[src/rtl/mse_pkg.sv]
// shared types for the merge sort engine
`default_nettype none

package mse_pkg;

    typedef enum logic [2:0] {
        ST_LOAD,
        ST_RUN_INIT,
        ST_MERGE_RD,
        ST_MERGE_WR,
        ST_EMIT_RD,
        ST_EMIT_OUT
    } mse_state_t;

    // commands from controller to datapath
    typedef struct packed {
        logic load_wr;
        logic close;
        logic run_init;
        logic merge_rd;
        logic merge_wr;
        logic next_run;
        logic next_pass;
        logic emit_rd;
        logic emit_next;
    } mse_cmd_t;

    // status from datapath to controller
    typedef struct packed {
        logic closing;
        logic single;
        logic run_last;
        logic pass_last;
        logic sort_last;
        logic emit_last;
    } mse_status_t;

endpackage

`default_nettype wire

[src/rtl/mse_ctrl.sv]
// control state machine for load, merge passes and emission
`default_nettype none

module mse_ctrl (
    input  wire logic              clk,
    input  wire logic              rst_n,
    input  wire logic              in_valid,
    output logic                   in_ready,
    output logic                   out_valid,
    input  wire logic              out_ready,
    input  wire mse_pkg::mse_status_t status,
    output mse_pkg::mse_cmd_t      cmd
);
    import mse_pkg::*;

    mse_state_t state_reg;
    mse_state_t state_next;

    always_ff @(posedge clk or negedge rst_n)
    begin
        if (!rst_n)
        begin
            state_reg <= ST_LOAD;
        end
        else
        begin
            state_reg <= state_next;
        end
    end

    always_comb
    begin
        state_next = state_reg;
        cmd        = '0;
        in_ready   = 1'b0;
        out_valid  = 1'b0;
        unique case (state_reg)
            ST_LOAD:
            begin
                in_ready = 1'b1;
                if (in_valid)
                begin
                    cmd.load_wr = 1'b1;
                    if (status.closing)
                    begin
                        cmd.close = 1'b1;
                        // a one-element set is already sorted
                        state_next = status.single ? ST_EMIT_RD : ST_RUN_INIT;
                    end
                end
            end
            ST_RUN_INIT:
            begin
                cmd.run_init = 1'b1;
                state_next   = ST_MERGE_RD;
            end
            ST_MERGE_RD:
            begin
                cmd.merge_rd = 1'b1;
                state_next   = ST_MERGE_WR;
            end
            ST_MERGE_WR:
            begin
                cmd.merge_wr = 1'b1;
                if (!status.run_last)
                begin
                    state_next = ST_MERGE_RD;
                end
                else if (!status.pass_last)
                begin
                    cmd.next_run = 1'b1;
                    state_next   = ST_RUN_INIT;
                end
                else
                begin
                    cmd.next_pass = 1'b1;
                    state_next    = status.sort_last ? ST_EMIT_RD : ST_RUN_INIT;
                end
            end
            ST_EMIT_RD:
            begin
                cmd.emit_rd = 1'b1;
                state_next  = ST_EMIT_OUT;
            end
            ST_EMIT_OUT:
            begin
                out_valid = 1'b1;
                if (out_ready)
                begin
                    if (status.emit_last)
                    begin
                        state_next = ST_LOAD;
                    end
                    else
                    begin
                        cmd.emit_next = 1'b1;
                        state_next    = ST_EMIT_RD;
                    end
                end
            end
            default:
            begin
                state_next = ST_LOAD;
            end
        endcase
    end

endmodule

`default_nettype wire

[config.mk]
export PLATFORM = sky130hd
export DESIGN_NAME = mse_ctrl
export DESIGN_NICKNAME = d
export VERILOG_FILES = /design/src/rtl/mse_pkg.sv /design/src/rtl/mse_ctrl.sv
export SDC_FILE = /design/constraint.sdc
export NUM_CORES = 1
export LEC_CHECK = 0
export BUFFER_PORTS_ARGS = -buffer_cell sky130_fd_sc_hd__buf_2
export CORE_AREA = 3 3 40 42
export CTS_BUF_LIST = sky130_fd_sc_hd__clkbuf_16
export DETAILED_ROUTE_END_ITERATION = 10
export DIE_AREA = 0 0 43 45
export PLACE_DENSITY = 0.63
export RECOVER_POWER = 100
export SLEW_MARGIN = 15
export SYNTH_ARGS = -nofsm -noshare
export SYNTH_HDL_FRONTEND = slang
export SYNTH_SLANG_ARGS = --single-unit
[constraint.sdc]
create_clock -name clk -period 1.29 [get_ports clk]
set_clock_uncertainty 0.1 [all_clocks]
set_input_delay 0.129 -clock clk [delete_from_list [all_inputs] [get_ports clk]]
set_output_delay 0.129 -clock clk [all_outputs]
set_load 0.01 [all_outputs]
# ---- Yosys cells after proc, flatten, opt, wreduce, memory -nomap -nowiden
# Index checks and enable logic that the tools add are counted.
# Widths: inputs -> output; s select.
dict set report totals {
  reg_bits 3
  latchBits 0
  ramBits 0
  mem_bits_ro 0
  in_bits 10
  out_inout_bits 11
  elab_cells 35
  mem_count 0
}
dict set report op_classes {
  add_sub_neg 0
  mul 0
  div_mod_pow 0
  n_lt_le_gt_ge 0
  eq_ne 8
  shifts 0
  muxes 24
  bitwise_logic 0
  n_reduce_logical 2
}
# op n
set ops {}
lappend ops {{$mux 3} 9}
lappend ops {{$pmux 3 s6} 1}
lappend ops {{$mux 1} 11}
lappend ops {{$eq 3x2->1 const B} 2}
lappend ops {{$eq 3x3->1 const B} 2}
lappend ops {{$mux 2} 3}
lappend ops {{$ne 2x2->1 const B} 3}
lappend ops {{$eq 3x1->1 const B} 1}
lappend ops {{$logic_not 3->1} 1}
lappend ops {{$reduce_and 3->1} 1}

# ---- Logic depth before layout (Yosys ltp)
dict set report depth {
  ltp_word 4
  mapped_depth 5
  ltp_nobuf 4
}

# ---- Worst setup path before layout
# Ideal clock, no wire load.
dict set report synth_path {
  path_type {register to output}
  from {register state_reg[1]}
  to {output port cmd[0] (netlist bit)}
  arrival_ns 1.077
  path_slack_ns -0.016
  path_stages_with_launch 4
  path_buffers 1
  path_cell_list {dfrtp_1 -> buf_4 -> nand3b_1 -> nor3b_1}
}
# element line
set synth_lines {}
lappend synth_lines {{start: declaration} mse_ctrl.sv:16} ;# mse_state_t state_reg;
lappend synth_lines {{start signal: assignment} mse_ctrl.sv:27} ;# state_reg <= state_next;
lappend synth_lines {{end: declaration} mse_ctrl.sv:12} ;# output mse_pkg::mse_cmd_t cmd

==> run summary <==
Run
• 0 — count of maximum capacitance violations

Floorplanning
• 1940 µm² — full die area
• 1280 µm² — placeable core region
• 13 — standard-cell rows
• 21 — Top Ports
• 45 µm — overall die height
• 43 µm — horizontal extent of the die
• 0.234 — initial core utilization

Power and ir drop
• 0.00162 W — post-layout power
• 1.01 mV — Max rail drop VDD
• 2530 nW/µm² — total power per unit cell area
• 0.337 nW — leak pwr

Clocking
• 2 — maximum count of clock buffers along a single path
• 3 — Inserted Clock Buffers
• 30 ps — Clock Pin Slew Worst Setup and Hold Paths
• 220 ps — Skew-Pair Late Insertion Delay
• built — TritonCTS clock tree
• clkbuf_16 — master cell of the clock root buffer
• 3 — clk sinks
• 1 — htree depth

Drt
• 4.58 — Via-to-Cell Ratio
• 4 — number of detailed-route iterations in the first pass
• 0 — post-route ant nets
• 12.5 µm — detail-routed net length per standard cell
• 0 — DRC Markers
• 1.15 mm — final wirelength
• 421 — count of vias placed by the detailed router
• 12 — number of DRC violations after detailed-routing iteration 0

Min path
• state_reg[2]$_DFFE_PN0P_ — sink of the worst hold path
• input pin to register — type of the tightest min-delay check
• out_ready — startpoint of the worst hold path
• 2 — Cells on Worst Hold Path

Synth
• dfrtp_1 — top flip-flop cell by instance count after synthesis
• 0.250 — area share of the largest cell type after synthesis
• dfrtp_1 — cell taking the most area after synthesis
• dfrtp_1, nand2_1, nor2_1, a22oi_1, nor3b_1 — synth top area cells
• 3 — total of flip-flops plus latches after synthesis
• 300 µm² — netlist area before placement
• nand2_1, nor2_1, dfrtp_1 — Post-synth top cells
• 0.250 — portion of the post-synthesis area used by sequential elements
• 0 — Post-synth EDFFs
• nand2_1 — most common cell in the synthesized netlist
• 7.51 µm² — mean instance size in the synthesized netlist
• 0 — number of warning messages in the yosys log
• 1.00 — fraction of registers with async set or reset after synthesis
• 40 — cell count after synthesis
• 23 — distinct cell type count after synthesis
• 50 — net count after synthesis

Global routing
• 0.129 — aggregate global-route resource usage
• 404 — vias in the first global route
• 9 — maximum number of pins on one net before global-route repair
• 0 — antenna violations before repair
• 0 — global-route congestion overflow total
• 1.73 mm — global-route wire length before repair

STA
• 50.8 ps — worst hold slack
• -212 ps — final worst setup slack
• 12 — number of endpoints failing setup at the final stage
• 666 MHz — maximum operating frequency
• 203 ps — actual transition at the worst max-transition pin
• 0.865 — Slew headroom
• 1.16 — period utilisation layout
• 0 — hold violation total from the final report
• 1500 ps — clock period minus final worst setup slack
• 0 — final-report max-slew violation count
• -1510 ps — setup tns final
• true — setup repair after global routing missed its margin

Cells and area
• 0 — count of inserted antenna diode cells
• 88 — number of nets in the finished design
• 3 — number of flip-flops under the largest register name
• 126 — Filler cells
• 0.675 — share of cells above drive strength 1
• 113% — Syn-to-layout area delta
• 0.498 — Final Util

Worst setup path
• primary output — crit path capture type
• state_reg[2]$_DFFE_PN0P_ — source of the worst register-to-register timing path
• register — category of the worst setup path launch point
• state_reg[2]$_DFFE_PN0P_ — terminus of the critical flop-to-flop path
• 5 — Reg2Reg Depth
• register to primary output — type of the worst setup path
• 5 — critical path fanouts, max
• 1060 ps — data required time at the worst endpoint
• 1270 ps — arrival time at the worst endpoint
• -110 ps — worst reg-to-reg setup slack
• state_reg[2]$_DFFE_PN0P_ — Critical Path Source

Placement
• 0.816 — weighted congestion reported at the end of routability-driven placement
• 20 — Port-buffer cells
• -30.7 ps — Worst Setup Slack post-DPL
• 709 µm — Detailed Place HPWL

Outcome
• setup timing — violated checks
• complete, but fails checks — run status

-- stage by stage --
step | std cells | area (µm²)
finish | 92 | 639
global route | 92 | 639
CTS | 90 | 608
detailed placement | 79 | 453
global placement | 79 | 453
floorplan | 40 | 305
-- worst max-delay path by stage --
stage,slack (ps),cells past startpoint,to
after floorplan,30,3,cmd[7]
after global placement,-30,3,cmd[0]
after detailed placement,-30,4,cmd[3]
after CTS,-200,4,cmd[3]
after global routing,-240,3,cmd[0]
final,-210,4,cmd[3]
-- power by group --
group          internal, W  switching, W
combinational     0.000491      0.000398
clock             0.000400     0.0000854
sequential        0.000147     0.0000963
-- area by class of cell --
type	count	area, µm²	area share
flip-flops and latches	3	78.8	0.123
clock inverters	1	3.75	0.00587
multi-input cells	32	228	0.356
clock buffers	3	75.1	0.117
repair buffers	36	228	0.356
inverters	2	7.51	0.0117
well taps	15	18.8	0.0294
-- cells by family after synthesis --
logic type / Yosys count / synth area share
compound gates: 7 / 0.175
buf+inv: 5 / 0.104
flops: 3 / 0.250
mux: 1 / 0.0333
simple gates: 24 / 0.438
-- layer usage --
metal | part of all wire | routed length [µm] | vias up | global-route usage
li1 | - | - | 208 | -
met1 | 0.34 | 394 | 193 | 0.114
met2 | 0.57 | 654 | 18 | 0.251
met3 | 0.074 | 85 | 2 | 0.0359
met4 | 0.016 | 19 | 0 | 0.0904
met5 | 0 | 0 | - | 0
-- critical path: stages, from the launching register on --
cell and delay, ps:
dfrtp_2 430, nand2b_4 160, or2_4 230, nor2_1 80, buf_2 140
-- placed cells by master, fill, tap and decap left out --
master and count:
buf_6 1, o22ai_2 1, a22oi_2 1, nand2b_4 1, nand3b_1 1, mux2i_1 1
buf_2 18, o22ai_1 1, clkbuf_16 3, nor3_2 1, dlygate4sd3_1 1, and3_1 1
buf_4 15, o21ai_1 1, a21oi_1 1, inv_1 2, nor2b_1 1, a22oi_1 1
nor3_4 1, nor2_1 4, nor3b_2 1, and2_1 2, dfrtp_2 3, nand2_2 2
nand2_1 5, nor3b_1 1, o22a_1 1, inv_2 1, nor2_2 2, or2_4 1
clkbuf_1 1
-- what timing repair did --
item,4_1_cts,5_1_grt
gates resized for setup,7,7
hold buffers,1,0
pin swaps,3,4
setup buffers,6,3
endpoints found under the setup margin,12,13
hold endpoints to repair,3,0
(Power assumes the default switching activity.)
